<file path="src/hw/rtl/sal_pkg.sv">
// Shared types and constants of the servo angle line parser.
`timescale 1ns / 1ps
`default_nettype none

package sal_pkg;

    // Character codes
    localparam logic [7:0] CHAR_0     = 8'h30;
    localparam logic [7:0] CHAR_9     = 8'h39;
    localparam logic [7:0] CHAR_COMMA = 8'h2C;
    localparam logic [7:0] CHAR_NL    = 8'h0A;
    localparam logic [7:0] CHAR_CR    = 8'h0D;

    // Request kinds on the input tuser
    localparam logic REQ_BYTE = 1'b0;
    localparam logic REQ_TICK = 1'b1;

    // Result status on the output tuser
    localparam logic ST_OK  = 1'b0;
    localparam logic ST_ERR = 1'b1;

    // Configuration port
    localparam int CFG_ADDR_W = 2;
    localparam int CFG_DATA_W = 16;
    localparam logic [CFG_ADDR_W-1:0] REG_MIN_ANGLE     = 2'd0;
    localparam logic [CFG_ADDR_W-1:0] REG_MAX_ANGLE     = 2'd1;
    localparam logic [CFG_ADDR_W-1:0] REG_TIMEOUT_TICKS = 2'd2;

    // Register reset values
    localparam logic [7:0]  MIN_ANGLE_RST     = 8'd10;
    localparam logic [7:0]  MAX_ANGLE_RST     = 8'd170;
    localparam logic [15:0] TIMEOUT_TICKS_RST = 16'd100;

    // Servo angles
    localparam int NUM_ANGLES = 6;
    localparam int NUM_PEND   = NUM_ANGLES - 1;
    localparam int ANGLE_W    = 8;
    localparam logic [NUM_ANGLES-1:0][ANGLE_W-1:0] ANGLE_RST =
        {8'd90, 8'd90, 8'd170, 8'd110, 8'd115, 8'd90};

    // Token queue depth default (two or more)
    localparam int QUEUE_DEPTH_DEF = 4;

    // Classified input token
    typedef enum logic [2:0] {
        TK_DIGIT,
        TK_COMMA,
        TK_NL,
        TK_CR,
        TK_BAD,
        TK_TICK
    } t_tok_kind;

    typedef struct packed {
        t_tok_kind  kind;
        logic [3:0] digit;
    } t_tok;

endpackage

`default_nettype wire

</file>
<file path="src/hw/rtl/servo_angle_line_parser.sv">
// Top level of the servo angle line parser.
//
//  Channel  Direction  Handshake                     Payload
//  s_axis   in         s_axis_tvalid/s_axis_tready   tdata rx_byte, tuser req_type
//  m_axis   out        m_axis_tvalid/m_axis_tready   tdata angle_0..5, tuser status
//  cfg      in         i_cfg_valid/o_cfg_ready       i_cfg_addr, i_cfg_data
//
//  One item per cycle is sustained while the queue has room; the back end parser step
//  takes one token a cycle while its result register is free or being drained.
//  Up to QUEUE_DEPTH tokens are buffered, so input keeps flowing while a result waits.
//  Input is held off until reset has released; reset is synchronous, active low.
//  Configuration writes are taken in every cycle.
`timescale 1ns / 1ps
`default_nettype none

module servo_angle_line_parser #(
    parameter int QUEUE_DEPTH = sal_pkg::QUEUE_DEPTH_DEF
) (
    input  wire logic                           i_clk,
    input  wire logic                           i_rst_n,
    input  wire logic                           s_axis_tvalid,
    output logic                                s_axis_tready,
    input  wire logic [7:0]                     s_axis_tdata,  // [7:0] rx_byte
    input  wire logic                           s_axis_tuser,  // [0] req_type
    output logic                                m_axis_tvalid,
    input  wire logic                           m_axis_tready,
    // [7:0] angle_0, [15:8] angle_1, ... [47:40] angle_5
    output logic [sal_pkg::NUM_ANGLES*sal_pkg::ANGLE_W-1:0] m_axis_tdata,
    output logic                                m_axis_tuser,  // [0] status
    input  wire logic                           i_cfg_valid,
    output logic                                o_cfg_ready,
    input  wire logic [sal_pkg::CFG_ADDR_W-1:0] i_cfg_addr,
    input  wire logic [sal_pkg::CFG_DATA_W-1:0] i_cfg_data
);

    logic          q_ready;
    logic          q_push;
    sal_pkg::t_tok front_tok;
    logic          q_valid;
    sal_pkg::t_tok q_tok;
    logic          q_pop;

    assign o_cfg_ready = 1'b1;

    sal_front u_front (
        .i_clk      (i_clk),
        .i_rst_n    (i_rst_n),
        .i_s_tvalid (s_axis_tvalid),
        .o_s_tready (s_axis_tready),
        .i_s_tdata  (s_axis_tdata),
        .i_s_tuser  (s_axis_tuser),
        .i_q_ready  (q_ready),
        .o_push     (q_push),
        .o_tok      (front_tok)
    );

    sal_queue #(
        .QUEUE_DEPTH (QUEUE_DEPTH)
    ) u_queue (
        .i_clk   (i_clk),
        .i_rst_n (i_rst_n),
        .i_push  (q_push),
        .i_tok   (front_tok),
        .o_ready (q_ready),
        .o_valid (q_valid),
        .o_tok   (q_tok),
        .i_pop   (q_pop)
    );

    sal_back u_back (
        .i_clk       (i_clk),
        .i_rst_n     (i_rst_n),
        .i_cfg_valid (i_cfg_valid),
        .i_cfg_addr  (i_cfg_addr),
        .i_cfg_data  (i_cfg_data),
        .i_tok_valid (q_valid),
        .i_tok       (q_tok),
        .o_tok_pop   (q_pop),
        .o_m_tvalid  (m_axis_tvalid),
        .i_m_tready  (m_axis_tready),
        .o_m_tdata   (m_axis_tdata),
        .o_m_tuser   (m_axis_tuser)
    );

endmodule

`default_nettype wire

</file>
<file path="src/hw/rtl/sal_front.sv">
// Front end: accepts input transfers and classifies each into a token.
`timescale 1ns / 1ps
`default_nettype none

module sal_front (
    input  wire logic          i_clk,
    input  wire logic          i_rst_n,
    input  wire logic          i_s_tvalid,
    output logic               o_s_tready,
    input  wire logic [7:0]    i_s_tdata,   // [7:0] rx_byte
    input  wire logic          i_s_tuser,   // [0] req_type
    input  wire logic          i_q_ready,
    output logic               o_push,
    output sal_pkg::t_tok      o_tok
);

    logic r_rst_done;

    // Hold off input until reset has released
    always_ff @(posedge i_clk) begin
        if (!i_rst_n) begin
            r_rst_done <= 1'b0;
        end else begin
            r_rst_done <= 1'b1;
        end
    end

    assign o_s_tready = i_q_ready && r_rst_done;
    assign o_push     = i_s_tvalid && o_s_tready;

    // Classify the byte or tick
    always_comb begin
        o_tok.digit = 4'(i_s_tdata - sal_pkg::CHAR_0);
        if (i_s_tuser == sal_pkg::REQ_TICK) begin
            o_tok.kind = sal_pkg::TK_TICK;
        end else if (i_s_tdata inside {[sal_pkg::CHAR_0:sal_pkg::CHAR_9]}) begin
            o_tok.kind = sal_pkg::TK_DIGIT;
        end else if (i_s_tdata == sal_pkg::CHAR_COMMA) begin
            o_tok.kind = sal_pkg::TK_COMMA;
        end else if (i_s_tdata == sal_pkg::CHAR_NL) begin
            o_tok.kind = sal_pkg::TK_NL;
        end else if (i_s_tdata == sal_pkg::CHAR_CR) begin
            o_tok.kind = sal_pkg::TK_CR;
        end else begin
            o_tok.kind = sal_pkg::TK_BAD;
        end
    end

endmodule

`default_nettype wire

</file>
<file path="src/hw/rtl/sal_queue.sv">
// Short token queue between the front end and the parser back end.
`timescale 1ns / 1ps
`default_nettype none

module sal_queue #(
    parameter int QUEUE_DEPTH = sal_pkg::QUEUE_DEPTH_DEF
) (
    input  wire logic          i_clk,
    input  wire logic          i_rst_n,
    input  wire logic          i_push,
    input  wire sal_pkg::t_tok i_tok,
    output logic               o_ready,
    output logic               o_valid,
    output sal_pkg::t_tok      o_tok,
    input  wire logic          i_pop
);

    localparam int PTR_W = $clog2(QUEUE_DEPTH);
    localparam int CNT_W = $clog2(QUEUE_DEPTH + 1);
    localparam logic [PTR_W-1:0] LAST_PTR = PTR_W'(QUEUE_DEPTH - 1);
    localparam logic [CNT_W-1:0] FULL_CNT = CNT_W'(QUEUE_DEPTH);

    sal_pkg::t_tok    r_slot [QUEUE_DEPTH];
    logic [PTR_W-1:0] r_wr_ptr, n_wr_ptr;
    logic [PTR_W-1:0] r_rd_ptr, n_rd_ptr;
    logic [CNT_W-1:0] r_count, n_count;
    logic             do_push, do_pop;

    assign o_ready = (r_count != FULL_CNT);
    assign o_valid = (r_count != '0);
    assign o_tok   = r_slot[r_rd_ptr];
    assign do_push = i_push && o_ready;
    assign do_pop  = i_pop && o_valid;

    // Advance pointers with wrap at the queue depth
    always_comb begin
        n_wr_ptr = r_wr_ptr;
        n_rd_ptr = r_rd_ptr;
        n_count  = r_count;
        if (do_push) begin
            n_wr_ptr = (r_wr_ptr == LAST_PTR) ? '0 : r_wr_ptr + 1'b1;
        end
        if (do_pop) begin
            n_rd_ptr = (r_rd_ptr == LAST_PTR) ? '0 : r_rd_ptr + 1'b1;
        end
        if (do_push && !do_pop) begin
            n_count = r_count + 1'b1;
        end else if (do_pop && !do_push) begin
            n_count = r_count - 1'b1;
        end
    end

    always_ff @(posedge i_clk) begin
        if (!i_rst_n) begin
            r_wr_ptr <= '0;
            r_rd_ptr <= '0;
            r_count  <= '0;
        end else begin
            r_wr_ptr <= n_wr_ptr;
            r_rd_ptr <= n_rd_ptr;
            r_count  <= n_count;
        end
    end

    // Store pushed tokens
    always_ff @(posedge i_clk) begin
        if (do_push) begin
            r_slot[r_wr_ptr] <= i_tok;
        end
    end

endmodule

`default_nettype wire

</file>
<file path="src/hw/rtl/sal_back.sv">
// Back end: line parser state, configuration registers and result register.
`timescale 1ns / 1ps
`default_nettype none

module sal_back (
    input  wire logic                             i_clk,
    input  wire logic                             i_rst_n,
    input  wire logic                             i_cfg_valid,
    input  wire logic [sal_pkg::CFG_ADDR_W-1:0]   i_cfg_addr,
    input  wire logic [sal_pkg::CFG_DATA_W-1:0]   i_cfg_data,
    input  wire logic                             i_tok_valid,
    input  wire sal_pkg::t_tok                    i_tok,
    output logic                                  o_tok_pop,
    output logic                                  o_m_tvalid,
    input  wire logic                             i_m_tready,
    output logic [sal_pkg::NUM_ANGLES*sal_pkg::ANGLE_W-1:0] o_m_tdata,
    output logic                                  o_m_tuser
);

    typedef enum logic [1:0] {
        PH_IDLE,
        PH_LINE,
        PH_DISCARD
    } t_phase;

    localparam logic [2:0] LAST_FIELD = 3'(sal_pkg::NUM_PEND);

    // Configuration
    logic [7:0]  r_min_angle;
    logic [7:0]  r_max_angle;
    logic [15:0] r_timeout;

    // Parser state
    t_phase      r_phase, n_phase;
    logic [2:0]  r_field, n_field;
    logic [7:0]  r_acc, n_acc;
    logic        r_seen, n_seen;
    logic [15:0] r_timer, n_timer;
    logic [sal_pkg::NUM_PEND-1:0][7:0]   r_pend;
    logic [sal_pkg::NUM_ANGLES-1:0][7:0] r_applied, n_applied;

    // Result register
    logic        r_m_valid;
    logic        r_m_status;
    logic [sal_pkg::NUM_ANGLES-1:0][7:0] r_m_angles;

    // Step signals
    logic        pend_we;
    logic [2:0]  pend_idx;
    logic        res_valid;
    logic        res_status;
    logic        line_start;
    logic [2:0]  cur_field;
    logic [7:0]  cur_acc;
    logic        cur_seen;
    logic [11:0] acc_sum;
    logic        all_in_range;

    function automatic logic in_range(input logic [7:0] v, input logic [7:0] lo,
                                      input logic [7:0] hi);
        in_range = (v >= lo) && (v <= hi);
    endfunction

    // Take a token whenever the result register is free or being drained
    assign o_tok_pop = i_tok_valid && (!r_m_valid || i_m_tready);

    assign line_start = (r_phase != PH_LINE);
    assign cur_field  = line_start ? 3'd0 : r_field;
    assign cur_acc    = line_start ? 8'd0 : r_acc;
    assign cur_seen   = line_start ? 1'b0 : r_seen;
    assign acc_sum    = {4'd0, cur_acc} * 12'd10 + {8'd0, i_tok.digit};

    // Check all six fields of the finished line
    always_comb begin
        all_in_range = in_range(cur_acc, r_min_angle, r_max_angle);
        for (int i = 0; i < sal_pkg::NUM_PEND; i++) begin
            if (!in_range(r_pend[i], r_min_angle, r_max_angle)) begin
                all_in_range = 1'b0;
            end
        end
    end

    // Parse one token
    always_comb begin
        n_phase    = r_phase;
        n_field    = r_field;
        n_acc      = r_acc;
        n_seen     = r_seen;
        n_timer    = r_timer;
        n_applied  = r_applied;
        pend_we    = 1'b0;
        pend_idx   = cur_field;
        res_valid  = 1'b0;
        res_status = sal_pkg::ST_OK;
        if (o_tok_pop) begin
            if (i_tok.kind == sal_pkg::TK_TICK) begin
                if (r_phase == PH_LINE) begin
                    if (r_timer >= r_timeout) begin
                        n_phase    = PH_DISCARD;
                        res_valid  = 1'b1;
                        res_status = sal_pkg::ST_ERR;
                    end else begin
                        n_timer = r_timer + 16'd1;
                    end
                end
            end else if (r_phase == PH_DISCARD) begin
                if (i_tok.kind == sal_pkg::TK_NL) begin
                    n_phase = PH_IDLE;
                end
            end else if (line_start && (i_tok.kind == sal_pkg::TK_NL ||
                                        i_tok.kind == sal_pkg::TK_CR)) begin
                // skip blank lines and stray carriage returns
                n_phase = PH_IDLE;
            end else begin
                n_phase = PH_LINE;
                n_field = cur_field;
                n_acc   = cur_acc;
                n_seen  = cur_seen;
                if (line_start) begin
                    n_timer = 16'd0;
                end
                case (i_tok.kind)
                    sal_pkg::TK_NL: begin
                        n_phase   = PH_IDLE;
                        res_valid = 1'b1;
                        if (cur_seen && cur_field == LAST_FIELD && all_in_range) begin
                            for (int i = 0; i < sal_pkg::NUM_PEND; i++) begin
                                n_applied[i] = r_pend[i];
                            end
                            n_applied[sal_pkg::NUM_ANGLES-1] = cur_acc;
                            res_status = sal_pkg::ST_OK;
                        end else begin
                            res_status = sal_pkg::ST_ERR;
                        end
                    end
                    sal_pkg::TK_CR: begin
                    end
                    sal_pkg::TK_DIGIT: begin
                        n_acc  = (acc_sum > 12'd255) ? 8'd255 : acc_sum[7:0];
                        n_seen = 1'b1;
                    end
                    sal_pkg::TK_COMMA: begin
                        if (!cur_seen || cur_field >= LAST_FIELD) begin
                            n_phase    = PH_DISCARD;
                            res_valid  = 1'b1;
                            res_status = sal_pkg::ST_ERR;
                        end else begin
                            pend_we = 1'b1;
                            n_field = cur_field + 3'd1;
                            n_acc   = 8'd0;
                            n_seen  = 1'b0;
                        end
                    end
                    default: begin
                        // bad character: drop the rest of the line
                        n_phase    = PH_DISCARD;
                        res_valid  = 1'b1;
                        res_status = sal_pkg::ST_ERR;
                    end
                endcase
            end
        end
    end

    // Hold control state, configuration and the result valid flag
    always_ff @(posedge i_clk) begin
        if (!i_rst_n) begin
            r_phase     <= PH_IDLE;
            r_field     <= 3'd0;
            r_acc       <= 8'd0;
            r_seen      <= 1'b0;
            r_timer     <= 16'd0;
            r_applied   <= sal_pkg::ANGLE_RST;
            r_min_angle <= sal_pkg::MIN_ANGLE_RST;
            r_max_angle <= sal_pkg::MAX_ANGLE_RST;
            r_timeout   <= sal_pkg::TIMEOUT_TICKS_RST;
            r_m_valid   <= 1'b0;
        end else begin
            r_phase   <= n_phase;
            r_field   <= n_field;
            r_acc     <= n_acc;
            r_seen    <= n_seen;
            r_timer   <= n_timer;
            r_applied <= n_applied;
            if (i_cfg_valid) begin
                case (i_cfg_addr)
                    sal_pkg::REG_MIN_ANGLE:     r_min_angle <= i_cfg_data[7:0];
                    sal_pkg::REG_MAX_ANGLE:     r_max_angle <= i_cfg_data[7:0];
                    sal_pkg::REG_TIMEOUT_TICKS: r_timeout   <= i_cfg_data;
                    default: begin
                    end
                endcase
            end
            if (res_valid) begin
                r_m_valid <= 1'b1;
            end else if (i_m_tready) begin
                r_m_valid <= 1'b0;
            end
        end
    end

    // Store completed fields and the result payload
    always_ff @(posedge i_clk) begin
        if (pend_we) begin
            r_pend[pend_idx] <= r_acc;
        end
        if (res_valid) begin
            r_m_status <= res_status;
            r_m_angles <= n_applied;
        end
    end

    assign o_m_tvalid = r_m_valid;
    assign o_m_tuser  = r_m_status;
    assign o_m_tdata  = r_m_angles;

endmodule

`default_nettype wire

</file>
<file path="config.mk">
export PLATFORM = sky130hd
export DESIGN_NAME = servo_angle_line_parser
export DESIGN_NICKNAME = d
export VERILOG_FILES = /design/src/hw/rtl/sal_pkg.sv /design/src/hw/rtl/servo_angle_line_parser.sv /design/src/hw/rtl/sal_front.sv /design/src/hw/rtl/sal_queue.sv /design/src/hw/rtl/sal_back.sv
export SDC_FILE = /design/constraint.sdc
export NUM_CORES = 1
export LEC_CHECK = 0
export ABC_CLOCK_PERIOD_IN_PS = 17560
export BUFFER_PORTS_ARGS = -buffer_cell sky130_fd_sc_hd__buf_2
export CAP_MARGIN = 10
export CORE_MARGIN = 8
export CORE_UTILIZATION = 38
export CTS_CLUSTER_SIZE = 14
export DETAILED_ROUTE_END_ITERATION = 8
export HOLD_SLACK_MARGIN = 0.1
export PLACE_DENSITY = 0.6
export SLEW_MARGIN = 15
export SYNTH_ARGS = -nofsm -noshare
export SYNTH_HDL_FRONTEND = slang
export SYNTH_HIERARCHICAL = 1
export SYNTH_SLANG_ARGS = --single-unit
</file>
<file path="constraint.sdc">
create_clock -name i_clk -period 17.56 [get_ports i_clk]
set_input_delay 4.39 -clock i_clk [delete_from_list [all_inputs] [get_ports i_clk]]
set_output_delay 4.39 -clock i_clk [all_outputs]
set_load 0.01 [all_outputs]
</file>
* Word-level counts from Yosys, hierarchy flattened *
Memory sizes are Yosys's and may differ from the RTL's. A register that Yosys moved wholly into a read port is not among the register bits.
Cells that the tools add are included.

word-level totals
  RAM bits = 28
  ROM bits = 0
  memories = 1
  bits in registers = 208
  latch bits = 0
  word-level logic and storage cells = 196
  input bits = 32

memory list
  name            words  width  read ports  clocked after Yosys merged registers in  wr ports  line             text
  u_queue.r_slot  4      7      1           1                                        1         sal_queue.sv:23  sal_pkg::t_tok r_slot [QUEUE_DEPTH];

cells by class
  multiply operators = 1
  divide/modulo/power cells = 0
  multiplexer cells = 73
  shift-type cells = 0
  equal/unequal tests = 22
  bitwise operators = 3
  reduce and logical (&&, ||, !) cells = 38
  $lt $le $gt $ge = 19
  add/sub/neg operators = 8

operator list
  cell                                                                                  count
  48-bit two-way mux                                                                    6
  16-bit two-way mux                                                                    6
  8-bit greater-or-equal comparator                                                     6
  8-bit less-or-equal comparator                                                        6
  40-bit bitwise mux                                                                    1
  8-bit two-way mux                                                                     4
  3-bit two-way mux                                                                     10
  1-bit two-way mux                                                                     29
  8-bit demux with 3-bit select                                                         1
  2-bit two-way mux                                                                     11
  1-bit logical AND                                                                     18
  16-bit by 1-bit adder with 16-bit output (second input constant)                      1
  8-bit by 4-bit == test with 1-bit output (second input constant)                      2
  16-bit greater-or-equal comparator                                                    1
  8-bit one-hot mux with 2 select lines                                                 1
  12-bit by 4-bit adder with 12-bit output                                              1
  12-bit by 8-bit > comparator with 1-bit output (second input constant)                1
  8-bit by 3-bit multiplier with 11-bit output (second input constant)                  1
  2-bit == test (second input constant)                                                 4
  8-bit by 6-bit == test with 1-bit output (second input constant)                      1
  8-bit by 6-bit greater-or-equal comparator with 1-bit output (second input constant)  1
  8-bit by 6-bit less-or-equal comparator with 1-bit output (second input constant)     1
  4-bit AND reduction                                                                   2
  3-bit by 1-bit adder with 3-bit output (second input constant)                        2
  other kinds (27)                                                                      47

* Longest topological paths before layout *
  depth in word-level cells = 16
  depth in mapped cells = 16

* Cells and area by module *
The synthesis kept the hierarchy.

by module, submodules not included
  module                   area each (µm²)  cells each  times used
  sal_back                 10801.6          1111        1
  sal_queue                1492.7           88          1
  sal_front                172.7            22          1
  servo_angle_line_parser  11.3             2           1

* Least setup slack after synthesis *
Ideal clock, no wire load.

  kind = input -> register
  start point = input m_axis_tready
  end point = register u_back.r_m_angles, in the netlist u_back/o_m_tdata[0] (enable)
  path slack = 8.480 ns
  data required time = 17.028 ns
  arrival = 8.548 ns
  buffers on the path = 0
  cell stages on the path = 5
  cells stage by stage = nand2b_1 -> nand2_1 -> inv_1 -> nand2_1 -> o31ai_1

between the ends
  word-level cells in the longest chain between the ends = 3

RTL lines
  element               line                           text
  from (decl)           servo_angle_line_parser.sv:26  input wire logic m_axis_tready,
  1-bit logical OR      sal_back.sv:65                 assign o_tok_pop = i_tok_valid && (!r_m_valid || i_m_tready);
  1-bit logical AND     sal_back.sv:65
  net q_pop             servo_angle_line_parser.sv:41  logic q_pop;
  1-bit two-way mux     sal_back.sv:95                 if (o_tok_pop) begin
  net u_back.res_valid  sal_back.sv:50                 logic res_valid;
  to (signal assigned)  sal_back.sv:209                r_m_angles <= n_applied;
  to (decl)             sal_back.sv:45                 logic [sal_pkg::NUM_ANGLES-1:0][7:0] r_m_angles;

The timed path passes the listed nets, and every way through them passes these cells.
A chain may end at the register's enable or synchronous reset.

==> results.cfg <==
[outcome]
outcome = completed

[yosys]
netlist_instances = 1223
synth_xor_xnor_area_share_pct = 2.17
synth.avg_cell_area_um2 = 10.2
yosys.cell_count.top_type = nand2_1
ys_dominant_reg_cell = dfxtp_1
synth-simple-area-share_pct = 16.2
synth_compound_area_share_pct = 14.6
synth_area_um2 = 12500
async_flop_share_pct = 0
netlist.top_cell.by_area = edfxtp_1
synth-adder-area-share_pct = 13.0
synth_top_area_share_pct = 28.2
ys_top_cells_by_area = edfxtp_1 (28%), dfxtp_1 (19%), ha_1 (13%)
synth.net_count = 1383
synth_top_family_by_area = simple AND/OR/NAND/NOR gates
number_of_synthesized_flops_with_an_enable_pin = 117
synth.yosys.seq_area_share_pct = 47.6
post_synth_top_cells = nand2_1 (137), ha_1 (126), dfxtp_1 (121), edfxtp_1 (117), a21oi_1 (88)
synth.area.mux_share_pct = 2.07
synth.yosys.warnings = 6
synth_cell_types = 76
synth_seq_cells = 238

[timing]
fin_crit_sh_pct = 37.6
rsz0062_at_grt = no
setup_ws_post_layout_ns = 10.96
finalCriticalPeriod_ns = 6.60
max_slew.worst_pin.slew_ns = 0.981
setup_tns_ns = 0
finalSetupViolations = 0
final.setup_skew_ns = 0.0248
report.final.hold_viol_count = 0
relSlewSlack_pct = 32.9
max_freq_ghz = 0.152
timing_max_transition_violations_final = 0

[setup_path]
worstSetupPathType = input port to flop
worstSetupEndpoint = u_back/o_m_tdata[15]
r2r-start = u_back/r_phase[0]
worstSetupStartpointType = input port
worst_ep_arrival_time_ns = 6.86
setup.worst_path.start = m_axis_tready
critPathSlowestCell = buf_4
crit_end_category = flop
critical_path_peak_fanout = 48
critical-path-top-delay-family = buffers and inverters
ff2ff_path_depth = 14
setup_slack_of_the_most_critical_reg_to_reg_path_ns = 13.19
cell_breakdown_of_the_critical_path = buf_2 > nand2b_1 > nand2_1 > inv_1 > nand2_1 > nor2_1 > buf_4 > and3_1 > buf_4 > nand4_1 > buf_4 > o21ai_0 > nand2_1
timing.critical_path.slowest_cell_delay_ns = 0.43
worst_r2r_endpoint = u_back/o_m_tdata[8]
cp.required_ns = 17.83
critical_path_cell_count = 13
path_buf_inv = 5

[floorplan]
pin_count = 84
die_w_um = 197
fp.dieArea_um2 = 38900
rows = 66
fp.coreArea_um2 = 32500
start_util_pct = 38.4
die_h_um = 197

[global_routing]
grt_start_max_net_pins = 63
grt_first_pass_wirelength_um = 50600
number_of_global_route_vias_before_repair = 9323
global_route.overflow_total = 0
antenna_found_initial = 0
gr-usage-all-layers_pct = 16.1

[drt]
drc_errors = 0
viasPerCell = 5.42
drtAntennaViolNets = 0
drt_first_iter_violations = 571
routed_wirelength_um = 31600
detailedRoute.firstPassIterationCount = 5
via_count = 9435
drt-wirelength-per-cell_um = 18.2

[clocking]
clk_latency_ns = 0.53
htree_num_levels = 1
ctsResizeCount = 0
clock_sinks = 238
clk_pin_slew_worst_setup_hold_paths_ns = 0.06
post_cts_setup_driven_buffer_insertion_count = 0
tritoncts.num_buffers = 25
cts_buffer_depth = 3
ctsHoldBuffers = 0
cts.root.buffer_cell = clkbuf_16
tritoncts_clock_tree = built

[placement]
hpwl_um = 22700
placement.io_buffers = 82
routabilityCongestion = 0.870
detailedPlace.worstSlack_ns = 10.49

[power]
total_switching_power_mw = 0.422
pwr-share-clk_pct = 34.5
power_report.internal_total_mw = 1.04
leakagePower_nw = 5.48
sw_frac_of_total_pct = 28.9
cellPowerDensity_nw_per_um2 = 104
comb_power_share_pct = 17.5
vdd_drop_max_mv = 0.0660
seq_power_share_pct = 48.0

[finish]
syn2layout_area_growth_pct = 12.6
layout.filler_cells = 3139
regArea_um2 = 5940
multi_input_area_um2 = 6030
share_of_post_route_cells_with_drive_strength_above_1_pct = 15.4
antenna_cells_inserted = 0
num-nets-final = 1443

[min_path]
timing.hold.worst.class = flop to flop
min_delay_path_depth = 2

[run]
max-cap-violations = 0
-- power by group through the flow --
stage	registers (mW)	logic (mW)	clock network (mW)
global placement	0.711	0.256	0
CTS	0.699	0.260	0.515
finish	0.699	0.255	0.503
global route	0.705	0.287	0.536
detailed placement	0.711	0.259	0
floorplan	0.705	0.174	0
-- worst min path at each step --
stage,startpoint,end,slack (ns)
global placement,u_back/r_timeout[13],u_back/r_timeout[13],0.45
CTS,u_back/r_timeout[9],u_back/r_timeout[9],0.46
finish,u_back/r_timeout[13],u_back/r_timeout[13],0.45
detailed placement,u_back/r_timeout[9],u_back/r_timeout[9],0.45
floorplan,u_back/r_timeout[10],u_back/r_timeout[10],0.44
global route,u_back/r_timeout[13],u_back/r_timeout[13],0.48
-- flip-flops by register name (all words and copies together) (netlist names), named ones only --
signal / count
u_queue/r_slot: 28
u_back/r_timeout: 16
u_queue/r_wr_ptr: 2
u_back/r_acc: 8
u_back/r_field: 3
u_back/r_pend: 40
u_front/r_rst_done: 1
u_back/r_phase: 2
u_back/r_max_angle: 8
u_back/r_seen: 1
u_back/o_m_tvalid: 1
u_back/o_m_tdata: 48
u_back/o_m_tuser: 1
u_back/r_min_angle: 8
u_queue/r_rd_ptr: 2
u_back/r_applied: 48
u_back/r_timer: 16
u_queue/r_count: 3
-- cell usage in the layout (no fill, tap or decap), types with 5 or more instances in the layout --
| cell type | netlist | routed |
|---|---|---|
| a31oi_1 | 6 | 6 |
| edfxtp_1 | 117 | 117 |
| clkbuf_16 | 0 | 26 |
| ha_1 | 126 | 126 |
| clkbuf_8 | 0 | 5 |
| a2111oi_0 | 5 | 5 |
| a211oi_1 | 7 | 7 |
| o211ai_1 | 19 | 19 |
| inv_1 | 61 | 61 |
| nor3_1 | 12 | 12 |
| and3_1 | 13 | 13 |
| o21ai_0 | 66 | 66 |
| nand2_1 | 137 | 137 |
| nor2b_1 | 16 | 16 |
| o21ai_2 | 20 | 20 |
| o21ai_1 | 7 | 7 |
| clkbuf_1 | 32 | 6 |
| nand3_1 | 41 | 41 |
| o221a_2 | 6 | 6 |
| o22ai_1 | 8 | 8 |
| or2_2 | 5 | 5 |
| dfxtp_1 | 121 | 121 |
| buf_2 | 11 | 82 |
| a21oi_1 | 88 | 88 |
| mux4_2 | 7 | 7 |
| nor2_1 | 63 | 63 |
| nand4_1 | 64 | 64 |
| a21o_1 | 16 | 16 |
| and2_1 | 8 | 8 |
| mux2i_1 | 10 | 10 |
| nand2b_1 | 8 | 8 |
| a2111oi_2 | 6 | 6 |
| buf_4 | 9 | 14 |
| xnor2_1 | 23 | 23 |
| xor2_1 | 6 | 6 |
-- tightest hold or removal path: cells and delay by family, from the launching register on --
kind | cells | cell delay, ns
DFF | 1 | 0.31
and+or+nand+nor | 1 | 0.05
AOI/OAI and AO/OA | 1 | 0.05
-- logic make-up (layout without fill, tap and decap cells) --
family / Yosys count / in the layout
AO/OA/AOI/OAI: 282 / 282
XOR/XNOR: 30 / 30
adder cells (fa/ha/maj): 129 / 129
buffers and inverters: 126 / 203
flip-flops: 238 / 238
multiplexers: 17 / 17
other: 1 / 1
AND/OR/NAND/NOR: 400 / 400
-- per-stage QoR --
| step | hold slack, ns | instances | util [%] | power (mW) | area [um2] |
|---|---|---|---|---|---|
| 6_report | 0.453 | 1742 | 43.3 | 1.46 | 14000 |
| 5_1_grt | 0.477 | 1742 | 43.3 | 1.53 | 14000 |
| 4_1_cts | 0.459 | 1742 | 43.3 | 1.47 | 14000 |
| 3_5_place_dp | 0.451 | 1698 | 40.9 | 0.970 | 13300 |
| 3_3_place_gp | 0.445 | 1698 | 40.9 | 0.967 | 13300 |
| 2_1_floorplan | 0.436 | 1223 | - | 0.879 | 12500 |
-- cell type report --
class	count	share of cell area [%]
Timing Repair Buffer	96	3.67
Tap cell	442	3.94
Inverter	63	1.68
Clock inverter	7	0.276
Sequential cell	238	42.2
Multi-Input combinational cell	859	42.9
Clock buffer	37	5.28
-- per-layer routing --
layer | up-vias | global-route usage [%] | share of wire, %
met5 | - | 0 | 0
met4 | 0 | 5.24 | 3.0
met3 | 66 | 2.40 | 5.0
met2 | 225 | 27.9 | 48
met1 | 4533 | 20.4 | 44
li1 | 4611 | - | -
(Power assumes the default switching activity.)
